[src/rtl/core/ckb_ram.sv]
// ----------------------------------------------------------------------------
// ckb_ram
// Generic single-write, single-read RAM with registered read data.
// ----------------------------------------------------------------------------
module ckb_ram #(
  parameter int WIDTH = 16,
  parameter int DEPTH = 256
) (
  input  logic                     clk,
  input  logic                     we,
  input  logic [$clog2(DEPTH)-1:0] waddr,
  input  logic [WIDTH-1:0]         wdata,
  input  logic                     re,
  input  logic [$clog2(DEPTH)-1:0] raddr,
  output logic [WIDTH-1:0]         rdata
);

  logic [WIDTH-1:0] mem [DEPTH];

  always_ff @(posedge clk) begin
    if (we) begin
      mem[waddr] <= wdata;
    end
    if (re) begin
      rdata <= mem[raddr];
    end
  end

endmodule

[config.mk]
export PLATFORM = sky130hd
export DESIGN_NAME = ckb_ram
export DESIGN_NICKNAME = d
export VERILOG_FILES = /design/src/rtl/core/ckb_ram.sv
export SDC_FILE = /design/constraint.sdc
export NUM_CORES = 2
export LEC_CHECK = 0
export BUFFER_PORTS_ARGS = -buffer_cell sky130_fd_sc_hd__buf_2
export CORE_MARGIN = 2
export CORE_UTILIZATION = 48
export DETAILED_ROUTE_END_ITERATION = 12
export PLACE_DENSITY = 0.71
export SLEW_MARGIN = 40
export SYNTH_ARGS = -nofsm -noshare
export SYNTH_HDL_FRONTEND = slang
export SYNTH_SLANG_ARGS = --single-unit
[constraint.sdc]
create_clock -name clk -period 3.5 [get_ports clk]
set_input_delay 0.525 -clock clk [delete_from_list [all_inputs] [get_ports clk]]
set_output_delay 0.525 -clock clk [all_outputs]
set_load 0.05 [all_outputs]
### Word-level counts from Yosys, hierarchy flattened

Memories as Yosys holds them, arrays and structs flattened. A register that Yosys moved wholly into a read port is not among the register bits.
Index checks and enable logic that the tools add are counted.

* multiplexer cells: 2

Operators with widths (count)
* 2-to-1 mux 1 bit: 2

* register bits: 0
* memories kept: 1
* RAM bits: 4096

Memories
* mem: words 256, bits a word 16, rd ports 1, clocked after Yosys merged registers in 1, wr ports 1, line 18 `logic [WIDTH-1:0] mem [DEPTH];`

### Logic depth before layout (Yosys ltp)

* depth in word-level cells: 2
* mapped depth: 12

### Least setup slack after synthesis

Ideal clock, no wire load.

* path kind: input to register
* start: input port raddr[0]
* end: register rdata[4] (read register of mem) (data pin)
* required time: 3.235 ns
* arrival: 2.509 ns
* buffers on the path: 3
* stages: 8
* setup time: 0.265 ns
* setup slack: 0.726 ns
* path through: buf_6 -> buf_6 -> buf_2 -> mux4_2 -> mux4_2 -> a22o_1 -> o32ai_2 -> nor4_2

RTL lines
* from (decl): line 14 `input logic [$clog2(DEPTH)-1:0] raddr,`
* to (decl): line 15 `output logic [WIDTH-1:0] rdata`

==> flow_summary.toml <==
[drt]
finalWirelength_mm = 408.1
avgRoutedWirePerCell_um = 31.72
vias = 80527
top_layer = "met5"
route.met2.wl_mm = 196.4
drcViolationCount = 0
wl_met1_mm = 152.9
met3RoutedLength_mm = 41.80
first_pass_iters = 6
drtIter0Drc = 11163
avgViaCountPerCell = 6.258
postRouteAntennaNets = 0

[sta]
hold_violations = 0
period_share_pct = 94.46
tightest_slew_ns = 0.9792
timing.final.setup_violations = 0
setup_tns_ns = 0
rsz0062_at_grt = "false"
fmax_mhz = 302.5
period_minus_slack_ns = 3.306
timing.slew.headroom_pct = 34.72
finClkSkew_ns = 0.04653
postLayoutSetupSlackWorst_ns = 0.1939
finalMaxSlewViolations = 0

[clock_tree]
htree_levels = 5
cts_root_buffer = "clkbuf_16"
ctsLongestPathBuffers = 4
clkTransAtPathRegs_ns = 0.06
cts_buffers = 392
clkLatencyLatePin_ns = 0.93
postCtsSetupRepairBufs = 0
clock_sinks = 4112
cts_tree = "done"

[cells_and_area]
n_fill_cell = 23860
nNetsFinal = 8199
final_cell_mix = "edfxtp_1, mux4_2, buf_4, mux2i_1, clkbuf_16"
stdcell_area_um2 = 182500
area_delta_synth_final_pct = 14.88
final_common_cell = "edfxtp_1"
postLayoutCoreUtil_pct = 55.31
final_layout_size_suffix_gt1_share_pct = 27.66

[synthesis]
synth_edf_count = 4112
synth_cell_types = 51
synth-async-reset-ratio_pct = 0
avgSynthCellArea_um2 = 21.59
ys_seq_area_share_pct = 77.72
ys_seq_elements = 4112
synth.cell_area_um2 = 158900
synth_ff_type = "edfxtp_1"
syn_nets = 7395
netlist_instances = 7360
yosys_warnings = 0

[floorplan]
fp.coreArea_um2 = 330000
initial_utilization_pct = 48.14
ios = 51
die_x_um = 579.3
fp.dieArea_um2 = 335600
rows = 211
die_h_um = 579.3

[place]
gp_congestion = 0.9089
place_area_um2 = 169900
post-place-ws_ns = -0.5600
hpwl_mm = 253.1
portBuffers = 50

[worst_setup_path]
worst_ep_arrival_time_ns = 3.95
critPathLaunchType = "flip-flop"
cp_max_fo = 1
rrSetupSlack_ns = 0.19
worst_setup_path_end_kind = "flip-flop"
required_ns = 4.14
path_class = "reg2reg"

[pwr]
power_density_nw_per_um2 = 556.4
power_leakage_uw = 0.05858
vdd_drop_max_v = 0.0004629

[global_routing]
grt_antenna_before_repair = 21
grt_pass1_vias = 79379
gr-total-overflow = 0
grt_use_total_pct = 24.15
grt_pass1_wl_mm = 582.0
grt_max_degree = 129

[flow_run]
drv_cap = 0

[outcome]
status = "finished, final reports clean"

[min_path]
hp-class = "in2reg"
==> final cells by class <==
class	count	area, µm²	area share (%)
sequential	4112	123500	67.66
inverter	4	27.53	0.01508
timing repair buffer	862	8108	4.442
antenna	16	40.04	0.02194
clock inverter	250	2365	1.296
clock buffer	465	10150	5.560
tap	4366	5463	2.993
multi-input combinational	2792	32880	18.02
==> state kept, by name, summed over array words and instances, names as in the netlist <==
signal  count
rdata      16
mem      4096
==> power by group <==
| group | internal (µW) | switching, µW | leakage, µW | total (µW) |
|---|---|---|---|---|
| logic | 2030 | 3460 | 0.0155 | 5490 |
| clock network | 23700 | 18000 | 0.00609 | 41700 |
| registers | 54300 | 82.0 | 0.0370 | 54400 |
==> routing by layer <==
layer | GRT usage [%] | up-vias
met3 | 4.799 | 711
met2 | 38.80 | 4502
li1 | - | 32907
met5 | 0 | -
met4 | 9.058 | 8
met1 | 32.96 | 42399
==> worst paths after layout <==
| check | from | endpoint | depth (start not counted) |
|---|---|---|---|
| worst max-delay path | mem[139][5] | rdata[5] | 8 |
| worst min-delay path | wdata[13] | mem[84][13] | 1 |
| worst max register to register | mem[139][5] | rdata[5] | 8 |
| worst min register to register | mem[95][9] | rdata[9] | 5 |
==> synthesized netlist by cell type, types with 2 or more instances <==
cell	count	share of area, %
nor2b_1	9	0.035
or2_2	4	0.016
buf_1	27	0.064
o221ai_1	252	1.4
inv_1	3	0.0071
o32ai_1	20	0.11
nand3_1	35	0.11
nor3_1	92	0.29
a22o_1	32	0.18
nand2_1	38	0.090
a21oi_1	175	0.55
o31ai_1	16	0.076
o22ai_1	148	0.58
buf_2	76	0.24
a221oi_1	28	0.15
a22oi_1	43	0.20
nor4_1	17	0.067
nand2b_1	3	0.012
buf_12	5	0.063
and3_1	11	0.043
a31oi_1	6	0.024
buf_4	26	0.12
nand4b_1	3	0.017
nor2_1	304	0.72
a2111oi_0	6	0.033
mux2i_1	565	3.6
nor4bb_1	2	0.013
edfxtp_1	4112	78
and4_1	2	0.011
mux2_2	88	0.62
mux4_2	797	11
buf_8	11	0.10
a211oi_1	18	0.085
a21o_1	2	0.0094
or3_1	2	0.0079
clkbuf_1	230	0.54
o21ai_0	37	0.12
buf_6	77	0.55
nand4_1	26	0.10
==> per-stage QoR <==
| stage | hold WS, ns | std cells | power, µW |
|---|---|---|---|
| global route | 0.01682 | 12858 | 104100 |
| detailed placement | 0.9665 | 12133 | 60870 |
| global placement | 0.9537 | 12130 | 60730 |
| finish | 0.03114 | 12867 | 101600 |
| floorplan | 0.6239 | 7360 | 58140 |
| CTS | 0.002901 | 12850 | 101900 |
==> kinds of logic after synthesis <==
family,count (synthesis),synth area share (%)
muxes,1450,15.48
DFF,4112,77.72
AOI/OAI and AO/OA,786,3.534
and+or+nand+nor,556,1.573
buffers and inverters,456,1.692
==> what timing repair did <==
action                                 4_1_cts  5_1_grt
hold buffers                                 2        0
gates resized for setup                      0        0
endpoints found under the hold margin       18        0
==> worst max-delay path: stages, from the launching register on <==
cell	delay [ns]
edfxtp_1	0.36
mux4_2	0.47
mux2_2	0.31
a221oi_1	0.83
o31ai_1	0.23
buf_4	0.21
o32ai_1	0.26
buf_4	0.28
nor4_1	0.07
No activity file was read; power rests on OpenSTA's default activity.
