### config.mk
export PLATFORM = sky130hd
export DESIGN_NAME = ckb_clip
export DESIGN_NICKNAME = d
export VERILOG_FILES = /design/src/rtl/core/ckb_pkg.sv /design/src/rtl/core/ckb_clip.sv
export SDC_FILE = /design/constraint.sdc
export NUM_CORES = 1
export LEC_CHECK = 0
export CORE_UTILIZATION = 65
export DETAILED_ROUTE_END_ITERATION = 6
export DONT_BUFFER_PORTS = 1
export PLACE_DENSITY = 0.89
export SETUP_SLACK_MARGIN = 0.4
export SLEW_MARGIN = 20
export SYNTH_ARGS = -nofsm -noshare
export SYNTH_HDL_FRONTEND = slang
export SYNTH_SLANG_ARGS = --single-unit
### constraint.sdc
create_clock -name vclk -period 21.5
set_input_delay 2.15 -clock vclk [all_inputs]
set_output_delay 2.15 -clock vclk [all_outputs]
set_load 0.005 [all_outputs]
### src/rtl/core/ckb_pkg.sv
// ----------------------------------------------------------------------------
// ckb_pkg
// Shared types and constants of the color key blitter: command and register
// codes, sequencer states, clip results and walker controls.
// ----------------------------------------------------------------------------
package ckb_pkg;

  // default geometry
  localparam int FRAME_WIDTH_DEF  = 320;
  localparam int FRAME_HEIGHT_DEF = 240;
  localparam int TEXEL_DEPTH_DEF  = 65536;

  // fixed widths, sized for the largest supported frame (2048 x 2048)
  localparam int COORD_W = 11;   // on-screen coordinate
  localparam int COUNT_W = 12;   // pixels in one row or column of a clipped span
  localparam int LIM_W   = 12;   // frame dimension
  localparam int CALC_W  = 14;   // signed clip arithmetic
  localparam int TEX_W   = 8;    // texture coordinate and pitch
  localparam int TA_W    = 16;   // linear texel address
  localparam int COLOR_W = 16;

  typedef enum logic [1:0] {
    CMD_LOAD = 2'd0,
    CMD_FILL = 2'd1,
    CMD_BLIT = 2'd2,
    CMD_READ = 2'd3
  } cmd_t;

  typedef enum logic [1:0] {
    REG_TEX_W     = 2'd0,
    REG_TEX_H     = 2'd1,
    REG_KEY_EN    = 2'd2,
    REG_KEY_COLOR = 2'd3
  } cfg_reg_t;

  typedef enum logic [3:0] {
    ST_IDLE,
    ST_CLIP_COL,
    ST_CLIP_ROW,
    ST_BASE_F,
    ST_BASE_T,
    ST_LOAD_T,
    ST_WALK,
    ST_DRAIN,
    ST_RD_ISSUE,
    ST_RD_OUT
  } state_t;

  // one clipped axis of a rectangle
  typedef struct packed {
    logic               nonempty;
    logic [COORD_W-1:0] start;      // first frame coordinate
    logic [TEX_W-1:0]   tex_start;  // matching texture coordinate
    logic [COUNT_W-1:0] count;      // pixels along this axis
  } clip_t;

  // sequencer to address walker
  typedef struct packed {
    logic mul_frame;  // product of frame row and frame pitch
    logic mul_tex;    // frame base ready, product of texture row and pitch
    logic load;       // texture base ready, clear counters
    logic step;       // advance one pixel
  } walk_ctl_t;

endpackage

### src/rtl/core/ckb_clip.sv
// ----------------------------------------------------------------------------
// ckb_clip
// Shared clip unit: bounds one axis of a fill, blit or read against the
// frame and, for blits, against the texture edge. Used once per axis.
// ----------------------------------------------------------------------------
module ckb_clip import ckb_pkg::*; (
  input  logic signed [11:0] pos,
  input  logic [9:0]         span,
  input  logic [LIM_W-1:0]   lim,
  input  logic [TEX_W-1:0]   tex_lim,
  input  logic [TEX_W-1:0]   tex_pos,
  input  logic               use_tex,
  output clip_t              clip
);

  logic signed [CALC_W-1:0] p;
  logic signed [CALC_W-1:0] c0;
  logic signed [CALC_W-1:0] e_span;
  logic signed [CALC_W-1:0] e_lim;
  logic signed [CALC_W-1:0] e_tex;
  logic signed [CALC_W-1:0] e;
  logic signed [CALC_W-1:0] len;
  logic signed [CALC_W-1:0] skip;
  logic signed [CALC_W-1:0] t0;

  always_comb begin
    p      = CALC_W'(pos);
    c0     = p[CALC_W-1] ? '0 : p;
    e_span = p + signed'(CALC_W'(span));
    e_lim  = signed'(CALC_W'(lim));
    e_tex  = p + signed'(CALC_W'(tex_lim)) - signed'(CALC_W'(tex_pos));

    // end of span: smallest of span end, frame edge and, for blits, texture edge
    e = e_span;
    if (e_lim < e) begin
      e = e_lim;
    end
    if (use_tex && (e_tex < e)) begin
      e = e_tex;
    end

    len  = e - c0;
    skip = c0 - p;
    t0   = signed'(CALC_W'(tex_pos)) + skip;

    clip.nonempty  = (e > c0);
    clip.start     = c0[COORD_W-1:0];
    clip.tex_start = t0[TEX_W-1:0];
    clip.count     = len[COUNT_W-1:0];
  end

endmodule

After elaboration in Yosys (flattened, before gate mapping)
Index checks and enable logic that the tools add are counted.
- RAM bits: 0
- latch bits: 0
- bits of input ports: 51
- bits in read-only memories: 0
- output and inout bits: 32
- memories: 0
- logic and storage cells: 13
- flip-flop bits (word level): 0
- reduce and logical (&&, ||, !) cells: 1
- order comparisons: 3
- multipliers: 0
- bitwise gates (word level): 0
- add/subtract/negate cells: 6
- equal/unequal tests: 0
- shifts and indexed selects: 0
- divide/modulo/power cells: 0
- multiplexer cells: 3
- operators by type and width (kind ; number):
    two-way mux 14 bit ; 2
    greater-than comparator 14 x 12 -> 1 bit ; 1
    < comparator 14 bit ; 1
    subtractor 13 x 9 -> 14 bit ; 1
    adder 12 x 11 -> 13 bit ; 1
    adder 12 x 9 -> 13 bit ; 1
    < comparator 13 bit ; 1
    subtractor 12 bit ; 1
    two-way mux 11 bit ; 1
    adder 8 bit ; 1
    subtractor 8 bit ; 1
    logical AND 1 bit ; 1

Longest topological paths before layout
Gate-level depths: netlist (run 1).
- word-level depth: 7
- depth in mapped cells: 37
- gate-level depth less buffers: 35

Worst setup path after synthesis (run 1)
Ideal clock, no wire load.
- path type: input -> output
- start point: input pos[0]
- end point: output clip[31] in the netlist's numbering
- data arrival time: 8.775 ns
- stages: 36
- path buffers: 2
- required time: 19.350 ns
- slack: 10.575 ns
- cell sequence: ha_1 > inv_1 > fa_1 > nor2b_1 > o2111ai_1 > nand2_1 > nor2_1 > xor2_1 > ha_1 > or3_1 > o2111ai_1 > a21o_1 > a21o_1 > ha_1 > buf_2 > or4_1 > o311a_1 > nand2_1 > inv_1 > ha_1 > a21o_1 > a2111oi_2 > o2111ai_1 > o21a_1 > buf_2 > mux2i_1 > ha_1 > inv_1 > fa_1 > a211oi_2 > nor2_1 > o311a_1 > o41a_1 > a41o_1 > o41ai_2 > o31ai_1
- RTL lines (what ; line ; text):
    start, declared ; ckb_clip.sv:7 ; input logic signed [11:0] pos,
    end, declared ; ckb_clip.sv:13 ; output clip_t clip

==> metrics.txt, run 1 <==
drt first pass iters=4; antenna viol nets, final=0; syn avg cell area=7.19 µm²; Internal=104 µW; # port buffers=0; synth unique cells=47; most common cell in the netlist=inv_1; register area share after synthesis=0; top post-synthesis cells by area=ha_1, fa_1, inv_1; Max transition margin=0.514; post-CTS setup buffers=0; DP HPWL=6800 µm; CP max FO=25; Die Wd=72.1 µm; CTS-repair resized insts=0; CP Depth=32; die area=0.00520 mm²; Syn Nets=581; CP max stage cell=or4_1; drt via density=between 5 and 6; gr ovfl total=0; worst slew pin tran=0.729 ns; Die H=between 70 and 80 µm; Tcrit/Tclk final=0.555; Critical Path End=clip[31]; initial core utilization=0.677; hold slack=about 4.4 ns; DRT Wirelength=7620 µm; routability cong.=~1; critical path class=primary input to primary output; top-area cell type share of the netlist area=0.266; Net Sw Power=140 µW; sequential cell count=0; n_diodes=0; area grow syn2layout=1.80%; # Max-Cap Violations=0; max-slew violation count=0; Pleak=between 0.0015 and 0.002 µW; crit path buf inv count=2; drt drc=0; power share of the clock group=0; crit-path leading delay family=compound AO/OA/AOI/OAI gates; initial antenna violation count=0; vias in the first global route=3004; Setup TNS Final=0 ns; first-pass GRT wire length=12700 µm; DR WL/cell=15.1 µm; I/O pin count=83; Critical Path Source Type=primary input; clock buf count=0; Final Hold Fails=0; synthesized netlist cell count=445; GRT Total Usage=0.300; Post-Syn Area=0.00320 mm²; final setup violation count=0; initial DRC count=151; pin count of the biggest net entering global routing=26; layout cells sized above 1=0.0273; Syn. warnings=0; most frequent cells after synthesis=inv_1, ha_1, a21oi_1, nand2_1, nor2_1; Max stage delay on crit path=0.52 ns; num rows=25; WP data required=19.35 ns; sequential cell area=0 µm²; Crit. End Element=primary output; FMAX=0.0838 GHz; WP data arrival=~9.8 ns; sw frac=0.574; most used cell, CP=ha_1; Yosys top cell by area=ha_1; Reg power frac=0; Setup crit start=pos[1]; Final min period=11.93 ns; RSZ-0062 raised after global routing=false; Comb pwr share=1.000; status=complete, no violations; Core ar.=0.00472 mm²; Pwr Density=74.9 mW/mm²; vias=between 3000 and 4000; VDD IR max=about 0.000046 V; Hold-fix buffers, CTS=0; Layout Nets=approximately 580; post-route insts no fill=approximately 510; min-delay worst type=primary input to primary output; Placed Cells incl. Taps=506
[layer usage]
| layer | up-vias | global-route usage | share of wire |
|---|---|---|---|
| li1 | 1520 | - | - |
| met5 | - | 0 | 0 |
| met1 | 1372 | 0.356 | 0.41 |
| met2 | 107 | 0.550 | 0.49 |
| met4 | 0 | 0.105 | 0.033 |
| met3 | 24 | 0.0417 | 0.066 |
[how the worst min path moves through the flow]
stage / end / startpoint / cells past startpoint / slack (ns)
5_1_grt: clip[20] / pos[11] / 1 / 4.36
6_report: clip[20] / pos[11] / 1 / 4.36
3_3_place_gp: clip[20] / pos[11] / 1 / 4.36
4_1_cts: clip[20] / pos[11] / 1 / 4.36
2_1_floorplan: clip[20] / pos[11] / 1 / 4.34
3_5_place_dp: clip[20] / pos[11] / 1 / 4.36
[through the flow]
| stage | setup WS (ns) | instance area, µm² | power, µW | utilization |
|---|---|---|---|---|
| detailed placement | 9.63 | 3260 | 240 | 0.689 |
| floorplan | 10.58 | 3200 | 200 | - |
| CTS | 9.62 | 3260 | 242 | 0.689 |
| global placement | 9.93 | 3260 | 231 | 0.689 |
| finish | 9.57 | 3260 | 244 | 0.689 |
| global route | 9.01 | 3260 | 276 | 0.689 |
[area by class of cell]
cell class / count / area [µm²]
multi-input combinational: 352 / 2850
fill: 414 / 1470
inverter: 87 / 327
tap: 67 / 83.8
[layout by cell type, fill, tap and decap left out, drive strengths merged, types with 6 or more instances in the layout]
cell type / n
a21o: 12
a21oi: 40
and3: 6
fa: 17
ha: 68
inv: 87
nand2: 37
nand3: 9
nand4: 7
nor2: 29
nor3: 10
o21a: 9
o21ai: 14
xnor2: 24
xor2: 11
[logic make-up after synthesis]
family / Yosys count / share of synthesized area
adder cells (fa/ha/maj): 85 / 0.372
XOR/XNOR: 35 / 0.0959
multiplexers: 5 / 0.0160
AO/OA/AOI/OAI: 115 / 0.245
buffers and inverters: 93 / 0.110
AND/OR/NAND/NOR: 112 / 0.160
[power by group through the flow]
stage	clock, µW	combinational [µW]	sequential (µW)
floorplan	0	200	0
global placement	0	231	0
global route	0	276	0
CTS	0	242	0
finish	0	244	0
detailed placement	0	240	0
Note: power is estimated with default switching activity, not from simulation.
==> run 2: changes to the inputs <==
--- a/config.mk
+++ b/config.mk
@@ -5,7 +5,7 @@
 export SDC_FILE = /design/constraint.sdc
 export NUM_CORES = 1
 export LEC_CHECK = 0
-export CORE_UTILIZATION = 65
+export CORE_UTILIZATION = 62
 export DETAILED_ROUTE_END_ITERATION = 6
 export DONT_BUFFER_PORTS = 1
 export PLACE_DENSITY = 0.89
==> constraint.sdc (replaced) <==
create_clock -name vclk -period 9.8
set_input_delay 0.98 -clock vclk [all_inputs]
set_output_delay 0.98 -clock vclk [all_outputs]
set_load 0.005 [all_outputs]
==> run 2 against run 1 <==
  * Power grew 130%
  * Non-clock buffer count grew 6
  * Global-route usage grew 0.99 points
  * Final cell count grew 1.2%
  * Critical path depth grew 1
  * Worst hold slack lost 2.3 ns
  * Critical endpoint unchanged
  * Largest cell class unchanged
  * Largest power group unchanged
  * Highest routed layer unchanged
==> metrics.txt, run 2 (same netlist as run 1, synthesis figures left out) <==
status=complete, no violations; Max transition margin=0.634; CP max stage cell=a2111oi_2; Setup TNS Final=0 ns; DP HPWL=between 7000 and 8000 µm; RSZ-0062 raised after global routing=false; Net Sw Power=325 µW; initial antenna violation count=0; Die Wd=approximately 74 µm; Max stage delay on crit path=0.42 ns; layout cells sized above 1=0.0427; leading cell types in the layout, fill and taps excluded=inv_1, ha_1, a21oi_1, nand2_1, nor2_1; VDD IR max=0.000128 V; sequential cell area=0 µm²; die area=0.00545 mm²; Die H=~74 µm; FILL cells=425; DR WL met2=3830 µm; Tcrit/Tclk final=0.923; Setup crit start=pos[1]; Final Hold Fails=0; sw frac=0.576; Layout Nets=583; Internal=239 µW; drt via density=6.12; FMAX=0.111 GHz; n_diodes=0; CP max FO=7; most used cell, CP=ha_1; final setup violation count=0; area of the multi-input gates=roughly 0.0029 mm²; worst slew pin tran=0.548 ns; sequential cell count=0; gr ovfl total=0; antenna viol nets, final=0; drt first pass iters=5; critical path class=primary input to primary output; DRT Wirelength=8120 µm; WP data arrival=8.06 ns; highest routed layer=met4; vias=3133; num rows=25; initial DRC count=between 150 and 200; met3 WL=644 µm; GRT Total Usage=0.310; Final min period=9.04 ns; Pwr Density=171 mW/mm²; Comb pwr share=1.000; Crit. End Element=primary output; first-pass GRT wire length=13300 µm; DR WL/cell=15.9 µm; commonest non-fill, non-tap cell in the layout=inv_1; min-delay src=pos[11]; M1 WL=between 3000 and 4000 µm; # Max-Cap Violations=0; Util after Layout=0.682; clock buf count=0; Core ar.=0.00485 mm²; drt drc=0; Critical Path Source Type=primary input; Pleak=0.00179 µW; vias in the first global route=3038; initial core utilization=0.660; WP data required=8.82 ns; pin count of the biggest net entering global routing=25; max-slew violation count=0; I/O pin count=83; power share of the clock group=0; # port buffers=0; routability cong.=0.963; Reg power frac=0; area grow syn2layout=3.44%; min-delay worst type=primary input to primary output
run 2: cell types whose count changed in the layout (fill, tap and decap cells not counted), sizes merged:
cell | previous run | this run
buf | 0 | 6
run 2: layout make-up:
cell class,count,area share
Multi-Input combinational cell,352,0.862
Timing Repair Buffer,6,0.0136
Tap cell,67,0.0253
Inverter,87,0.0987
run 2: routing by layer:
metal  track usage  vias up
met5             0        -
met4        0.0385        0
met3        0.0343       10
met2         0.555      135
met1         0.410     1452
li1              -     1536
run 2: metrics by stage:
stage	hold slack, ns	setup WS [ns]	cells	cell area, µm²	total power, µW
2_1_floorplan	2.00	1.22	445	3200	438
4_1_cts	2.03	0.657	507	3260	543
3_3_place_gp	2.03	0.873	507	3260	520
5_1_grt	2.04	0.322	512	3310	630
6_report	2.03	0.758	512	3310	565
3_5_place_dp	2.03	0.674	507	3260	539
run 2: power by group through the flow:
stage               clock [µW]  sequential [µW]  combinational (µW)
global placement             0                0                 520
CTS                          0                0                 543
floorplan                    0                0                 438
global route                 0                0                 630
detailed placement           0                0                 539
finish                       0                0                 565
run 2: path summary, 6_finish.rpt:
path | slack (ns) | endpoint | cells after the start
setup / recovery | 0.76 | clip[31] | 33
hold / removal | 2.03 | clip[20] | 1
run 2: what timing repair did:
action                                  4_1_cts  5_1_grt
buffers inserted                              0        5
hold buffers                                  0        0
endpoints found under the setup margin        0        2
gates resized for setup                       0        2
run 2: critical path: cells and delay by family:
family / cells / cell delay, ns
compound gates: 19 / 4.09
xor+xnor: 1 / 0.21
fa+ha+maj: 6 / 1.74
buf+inv: 2 / 0.10
mux: 1 / 0.17
simple gates: 4 / 0.77
