File: src/rtl/core/ckb_pkg.sv
// ----------------------------------------------------------------------------
// ckb_pkg
// Shared types and constants of the color key blitter: command and register
// codes, sequencer states, clip results and walker controls.
// ----------------------------------------------------------------------------
package ckb_pkg;

  // default geometry
  localparam int FRAME_WIDTH_DEF  = 320;
  localparam int FRAME_HEIGHT_DEF = 240;
  localparam int TEXEL_DEPTH_DEF  = 65536;

  // fixed widths, sized for the largest supported frame (2048 x 2048)
  localparam int COORD_W = 11;   // on-screen coordinate
  localparam int COUNT_W = 12;   // pixels in one row or column of a clipped span
  localparam int LIM_W   = 12;   // frame dimension
  localparam int CALC_W  = 14;   // signed clip arithmetic
  localparam int TEX_W   = 8;    // texture coordinate and pitch
  localparam int TA_W    = 16;   // linear texel address
  localparam int COLOR_W = 16;

  typedef enum logic [1:0] {
    CMD_LOAD = 2'd0,
    CMD_FILL = 2'd1,
    CMD_BLIT = 2'd2,
    CMD_READ = 2'd3
  } cmd_t;

  typedef enum logic [1:0] {
    REG_TEX_W     = 2'd0,
    REG_TEX_H     = 2'd1,
    REG_KEY_EN    = 2'd2,
    REG_KEY_COLOR = 2'd3
  } cfg_reg_t;

  typedef enum logic [3:0] {
    ST_IDLE,
    ST_CLIP_COL,
    ST_CLIP_ROW,
    ST_BASE_F,
    ST_BASE_T,
    ST_LOAD_T,
    ST_WALK,
    ST_DRAIN,
    ST_RD_ISSUE,
    ST_RD_OUT
  } state_t;

  // one clipped axis of a rectangle
  typedef struct packed {
    logic               nonempty;
    logic [COORD_W-1:0] start;      // first frame coordinate
    logic [TEX_W-1:0]   tex_start;  // matching texture coordinate
    logic [COUNT_W-1:0] count;      // pixels along this axis
  } clip_t;

  // sequencer to address walker
  typedef struct packed {
    logic mul_frame;  // product of frame row and frame pitch
    logic mul_tex;    // frame base ready, product of texture row and pitch
    logic load;       // texture base ready, clear counters
    logic step;       // advance one pixel
  } walk_ctl_t;

endpackage

File: src/rtl/core/ckb_walk.sv
// ----------------------------------------------------------------------------
// ckb_walk
// Address walker: forms frame and texel row bases with one shared multiplier,
// then steps both addresses one pixel per cycle across the clipped rectangle.
// ----------------------------------------------------------------------------
module ckb_walk import ckb_pkg::*; #(
  parameter int FRAME_WIDTH  = FRAME_WIDTH_DEF,
  parameter int FRAME_HEIGHT = FRAME_HEIGHT_DEF
) (
  input  logic                                         clk,
  input  logic                                         rst,
  input  walk_ctl_t                                    ctl,
  input  clip_t                                        col,
  input  clip_t                                        row,
  input  logic [TEX_W-1:0]                             pitch,
  output logic [$clog2(FRAME_WIDTH*FRAME_HEIGHT)-1:0]  frame_addr,
  output logic [TA_W-1:0]                              tex_addr,
  output logic                                         last
);

  localparam int FA_W   = $clog2(FRAME_WIDTH*FRAME_HEIGHT);
  localparam int PROD_W = COORD_W + LIM_W;

  logic [PROD_W-1:0]  prod;
  logic [COORD_W-1:0] mul_a;
  logic [LIM_W-1:0]   mul_b;
  logic [FA_W-1:0]    frame_row;
  logic [FA_W-1:0]    frame_row_next;
  logic [FA_W-1:0]    frame_base;
  logic [TA_W-1:0]    tex_row;
  logic [TA_W-1:0]    tex_row_next;
  logic [TA_W-1:0]    tex_base;
  logic [COUNT_W-1:0] col_cnt;
  logic [COUNT_W-1:0] row_cnt;
  logic               col_last;

  // shared multiplier operands
  always_comb begin
    if (ctl.mul_tex) begin
      mul_a = COORD_W'(row.tex_start);
      mul_b = LIM_W'(pitch);
    end else begin
      mul_a = row.start;
      mul_b = LIM_W'(FRAME_WIDTH);
    end
  end

  assign frame_base     = prod[FA_W-1:0] + FA_W'(col.start);
  assign tex_base       = prod[TA_W-1:0] + TA_W'(col.tex_start);
  assign frame_row_next = frame_row + FA_W'(FRAME_WIDTH);
  assign tex_row_next   = tex_row + TA_W'(pitch);
  assign col_last       = (COUNT_W'(col_cnt + 1'b1) == col.count);
  assign last           = col_last && (COUNT_W'(row_cnt + 1'b1) == row.count);

  // product register
  always_ff @(posedge clk) begin
    if (ctl.mul_frame || ctl.mul_tex) begin
      prod <= PROD_W'(mul_a) * PROD_W'(mul_b);
    end
  end

  // address registers
  always_ff @(posedge clk) begin
    if (ctl.mul_tex) begin
      frame_row  <= frame_base;
      frame_addr <= frame_base;
    end else if (ctl.load) begin
      tex_row  <= tex_base;
      tex_addr <= tex_base;
    end else if (ctl.step) begin
      if (col_last) begin
        frame_row  <= frame_row_next;
        frame_addr <= frame_row_next;
        tex_row    <= tex_row_next;
        tex_addr   <= tex_row_next;
      end else begin
        frame_addr <= frame_addr + 1'b1;
        tex_addr   <= tex_addr + 1'b1;
      end
    end
  end

  // pixel counters
  always_ff @(posedge clk) begin
    if (rst) begin
      col_cnt <= '0;
      row_cnt <= '0;
    end else if (ctl.load) begin
      col_cnt <= '0;
      row_cnt <= '0;
    end else if (ctl.step) begin
      if (col_last) begin
        col_cnt <= '0;
        row_cnt <= row_cnt + 1'b1;
      end else begin
        col_cnt <= col_cnt + 1'b1;
      end
    end
  end

endmodule

File: config.mk
export PLATFORM = sky130hd
export DESIGN_NAME = ckb_walk
export DESIGN_NICKNAME = d
export VERILOG_FILES = /design/src/rtl/core/ckb_pkg.sv /design/src/rtl/core/ckb_walk.sv
export SDC_FILE = /design/constraint.sdc
export NUM_CORES = 1
export LEC_CHECK = 0
export BUFFER_PORTS_ARGS = -buffer_cell sky130_fd_sc_hd__buf_2
export CELL_PAD_IN_SITES_DETAIL_PLACEMENT = 1
export CELL_PAD_IN_SITES_GLOBAL_PLACEMENT = 1
export CORE_MARGIN = 1.5
export CORE_UTILIZATION = 42
export DETAILED_ROUTE_END_ITERATION = 8
export PLACE_DENSITY = 0.79
export SYNTH_ARGS = -nofsm -noshare
export SYNTH_HDL_FRONTEND = slang
export SYNTH_SLANG_ARGS = --single-unit
File: constraint.sdc
create_clock -name clk -period 5.7 [get_ports clk]
set_input_delay 0.57 -clock clk [delete_from_list [all_inputs] [get_ports clk]]
set_output_delay 0.57 -clock clk [all_outputs]
set_load 0.01 [all_outputs]
# Yosys cells after proc, flatten, opt, wreduce, memory -nomap -nowiden
# Index checks and enable logic that the tools add are counted.
[word_totals]
output_inout_bits = 34
latchBits = 0
mem_bits_ro = 0
mem_bits_rw = 0
memories = 0
register_bits = 107
[classes]
n_div = 0
n_shift = 0
n_addsub = 8
bitwise = 1
muxes = 17
reduce_logical = 12
order_cmp = 0
mul = 1
n_eq_ne = 3
[op_table]
columns = ["operator", "count"]
rows = [
  ["$mux W17", 8],
  ["$mux W16", 6],
  ["$add A16 B8 Y16", 2],
  ["$add A12 B1 Y12 const B", 2],
  ["$eq A12 B12 Y1", 2],
  ["$add A17 B1 Y17 const B", 1],
  ["$add A17 B11 Y17", 1],
  ["$add A17 B9 Y17 const B", 1],
  ["$mul A11 B9 Y17", 1],
  ["$add A16 B1 Y16 const B", 1],
  ["$mux W12", 1],
  ["$mux W11", 1],
  ["$mux W9", 1],
  ["$reduce_bool A2 Y1", 4],
  ["$reduce_and A2 Y1", 3],
  ["$reduce_and A3 Y1", 2],
  ["$ne A2 B1 Y1 const B", 1],
  ["$reduce_or A2 Y1", 1],
  ["$logic_and A1 B1 Y1", 1],
  ["$logic_or A1 B1 Y1", 1],
  ["$not A1 Y1", 1],
]

# Longest topological paths before layout
[depth]
word_depth = 6
depth_mapped = 22
depth_no_buf = 19

# Worst setup path before layout
# Ideal clock, no wire load.
[synth_timing]
kind = "input to register"
startpoint = "in ctl[2] (netlist bit)"
endpoint = "reg prod[16], data pin"
cell_stages = 19
n_path_buf = 3
required_time_ns = 5.441
arrival_time_ns = 5.372
setup_slack_ns = 0.068
path_cell_list = "clkbuf_1 -> clkbuf_1 -> buf_1 -> nand3_1 -> fa_1 -> fa_1 -> inv_1 -> fa_1 -> inv_1 -> fa_1 -> inv_1 -> ha_1 -> o21a_1 -> o31a_1 -> o211ai_1 -> a21oi_1 -> a2111oi_0 -> a21oi_1 -> xnor2_1"
[synth_via]
elab_chain_len = 2
elab_cells_between_ends = 3
cone_classes = "1 x mul; 2 x mux"
[synth_lines]
columns = ["element", "line_no", "rtl"]
rows = [
  ["start: declaration", "ckb_walk.sv:12", "input walk_ctl_t ctl,"],
  ["$mux W11 / $mux W9 (equally long branches)", "ckb_walk.sv:39", "if (ctl.mul_tex) begin"],
  ["$mul A11 B9 Y17 *", "ckb_walk.sv:58", "prod <= PROD_W'(mul_a) * PROD_W'(mul_b);"],
  ["end signal: assignment", "ckb_walk.sv:58", ""],
  ["end: declaration", "ckb_walk.sv:24", "logic [PROD_W-1:0] prod;"],
]
# Mark *: on every way between the ends. The rest lies on a longest branch, timed or not.
# A chain may end at the register's enable or synchronous reset.

# Worst setup path after layout
# Ends and elaborated chain as after synthesis.

==> results.md <==
- F_max: just under 200 MHz
- Final cycle utilization of the critical path: 90.6%
- CTS H-tree lvls: 3
- CTS clk-pin slew, worst paths: roughly 0.090 ns
- Max transition margin: 22.2%
- Final setup viols: 0
- Syn_area_per_cell: 9.00 um^2
- Rows: 57
- Critical path peak fanout: 26
- Skew-Pair Late Insertion Delay: 0.37 ns
- Synth Register Bits: 107
- Count leader, synth: inv_1
- Worst setup path category: in -> reg
- Post-Syn Area: between 10000 and 15000 um^2
- Slowest cell on the critical path: fa_1
- Final Max Tran Viols: 0
- Cell Chain, Critical Path: buf_2 > buf_4 > nand3_1 > fa_1 > inv_1 > fa_1 > inv_1 > fa_1 > fa_1 > inv_1 > ha_1 > o21a_1 > o31a_1 > o211ai_1 > a21oi_1 > a2111oi_0 > buf_4 > a21oi_1 > xnor2_1
- Crit path depth: 19
- Routed wire length: 27800 um
- Via-per-instance ratio: 5.51
- Remaining global-route overflow: 0
- Clk sinks: 107
- Post-synthesis async set-or-reset flop share: 0%
- Die X: approximately 160 um
- Buf/Inv on CP: 6
- Worst-Margin Slew: approximately 1.2 ns
- CP arrival: 5.29 ns
- FF-to-FF path depth: 10
- Leakage: between 5 and 6 nW
- Inserted Clock Buffers: 9
- Routability cong.: 0.830
- Internal reg-to-reg setup slack: between 1.5 and 2 ns
- Area contributors post-synth: edfxtp_1 (24%), fa_1 (13%), ha_1 (7.4%), xnor2_1 (6.0%), dfxtp_1 (4.6%)
- Drt initial violations: roughly 360
- CP required: 5.82 ns
- Initial Util: 42.7%
- Seq/Total Area, Yosys: 28.7%
- Postcts setup bufs: 0
- Nets@finish: 1460
- CP endpoint: prod[16]$_DFFE_PP_
- Area grow syn2layout: 12.0%
- Clk root buf: clkbuf_16
- Initial antenna violation count: 1
- Syn Inst Count: ~1200
- Cell taking the most area after synthesis: edfxtp_1
- Pwr Density: 322 nW/um^2
- ANT nets after route: 0
- Post-synth EDFFs: 83
- Yosys Warn Count: 0
- CP dominant cell by count: fa_1
- Residual DRC: 0
- RSZ-0062 raised after global routing: no
- First-pass GRT wire length: 45600 um
- Final Hold Fails: 0
- IO Pins: 112
- Post_cts resized: 0
- RR Startpoint: col_cnt[0]$_SDFFE_PP0P_
- # diodes: 0
- Routed via count: 8727
- Vias in the first global route: 9123
- Pre-CTS setup slack: about 0.13 ns
- Hold Crit Class: reg -> reg
- Max-cap violations: 0
- Setup TNS: 0 ns
- Synth top area share: 24.1%
- Slowest stage delay, CP: ~0.54 ns
- Setup ws final: 0.535 ns
- Worst vdd ir: 189 uV
- Crit start category: input port
- Die Ht: 160 um
- Largest net degree at the start of global routing: 48
- Clk_skew: 0.0168 ns
- Clock Path Buffers: 2
- Ratio of cells with drive above 1 in the final layout: 12.6%
- Most frequent cells after synthesis: inv_1 (111), nand2_1 (86), nor2_1 (84), edfxtp_1 (83), xnor2_1 (71)
- # port buffers: 109
- GRT Total Usage: 22.2%
- Critical Path End Type: flop
- Post-DP HPWL: 22300 um
- Post-CTS Hold Buffers: 0
- Core ar.: 24200 um^2
- Die area: 25600 um^2
- Outcome: complete, no violations
- Min Tclk post-route: ~5.2 ns
- Unique masters post-synth: 60
- Family with the most delay on the worst path: adder cells
- Drt first pass iters: 4
- Post-synth top flop: edfxtp_1
- R2r endpoint: tex_row[2]$_DFFE_PP_
- DR WL/cell: about 18 um
- CP Launch Point: ctl[2]
- CTS tree: done
## metrics by stage
stage / total power [W] / util, % / cell area [um^2] / cells / hold WS (ns)
finish: 0.00374 / 47.8 / 11600 / 1585 / 0.509
global route: 0.00403 / 47.8 / 11600 / 1585 / 0.535
CTS: 0.00376 / 47.8 / 11600 / 1585 / 0.511
detailed placement: 0.00309 / 46.6 / 11300 / 1569 / 0.499
global placement: 0.00300 / 46.6 / 11300 / 1569 / 0.480
floorplan: 0.00257 / - / 10400 / 1167 / 0.467
## placed cells by master, fill, tap and decap left out, types with 5 or more instances in the layout
cell,synthesis,layout
nand2_1,86,86
nor2b_1,14,14
o21a_1,16,16
ha_1,61,61
edfxtp_1,83,83
fa_1,65,65
o21ai_0,54,53
xor2_1,45,45
mux2i_1,21,21
and3_1,50,50
inv_1,111,111
o211ai_1,6,6
xnor2_1,71,71
conb_1,2,19
clkbuf_16,0,10
buf_2,8,109
a21boi_0,5,5
and2_1,13,13
nor3_1,29,28
nor4_1,12,12
nor3b_1,5,5
a21o_1,11,11
buf_4,0,16
o31ai_1,7,7
nand3_1,69,69
a21oi_1,40,40
or4_1,10,10
a211oi_1,19,19
dfxtp_1,24,24
or2_2,9,9
nor2_1,84,84
or3_1,9,9
o21bai_1,6,6
nand4_1,7,7
nand2b_1,6,6
## sequential cells by signal, summed over array words and instances, names as in the netlist
name,count
frame_addr,17
col_cnt,12
prod,17
frame_row,17
row_cnt,12
tex_row,16
tex_addr,16
## report_power, final
part	internal [W]	switching, W	leakage (nW)
clock	0.000341	0.000314	0.154
sequential	0.00109	0.000165	1.00
combinational	0.000801	0.00102	3.95
total	0.00223	0.00150	5.11
## logic make-up after synthesis
kind of cell | after synthesis | synth area share [%]
AO/OA/AOI/OAI | 198 | 12.5
XOR/XNOR | 116 | 9.81
adder cells (fa/ha/maj) | 126 | 19.9
buffers and inverters | 158 | 5.97
flip-flops | 107 | 28.7
multiplexers | 25 | 2.47
other | 2 | 0.0725
AND/OR/NAND/NOR | 418 | 20.5
## worst register-to-register path: cells and delay by family, from the launching register on
family	cells	cell delay (ns)
simple gates	6	1.72
fa+ha+maj	1	0.31
flops	1	0.43
compound gates	1	0.44
buf+inv	2	0.56
## worst min-delay path by stage
stage | start | end | slack (ns) | cells after the start
2_1_floorplan | col_cnt[1]$_SDFFE_PP0P_ | col_cnt[1]$_SDFFE_PP0P_ | 0.47 | 2
3_3_place_gp | col_cnt[1]$_SDFFE_PP0P_ | col_cnt[1]$_SDFFE_PP0P_ | 0.48 | 2
3_5_place_dp | col_cnt[1]$_SDFFE_PP0P_ | col_cnt[1]$_SDFFE_PP0P_ | 0.50 | 2
4_1_cts | col_cnt[1]$_SDFFE_PP0P_ | col_cnt[1]$_SDFFE_PP0P_ | 0.51 | 2
5_1_grt | col_cnt[1]$_SDFFE_PP0P_ | col_cnt[1]$_SDFFE_PP0P_ | 0.54 | 2
6_report | col_cnt[1]$_SDFFE_PP0P_ | col_cnt[1]$_SDFFE_PP0P_ | 0.51 | 2
## routing by layer
layer,vias up,GRT usage [%],wire (um)
met4,0,8.71,755
met1,4348,26.7,11800
li1,4215,-,-
met5,-,0,0
met2,131,40.9,14400
met3,33,1.90,834
## final cells by class
cell class / count / area (um^2)
Sequential cell: 107 / 2970
Multi-Input combinational cell: 902 / 6830
Fill cell: 2886 / 12700
Clock buffer: 11 / 264
Tap cell: 324 / 405
Timing Repair Buffer: 125 / 666
Inverter: 111 / 417
Clock inverter: 5 / 41.3
No activity file was read; power rests on OpenSTA's default activity.
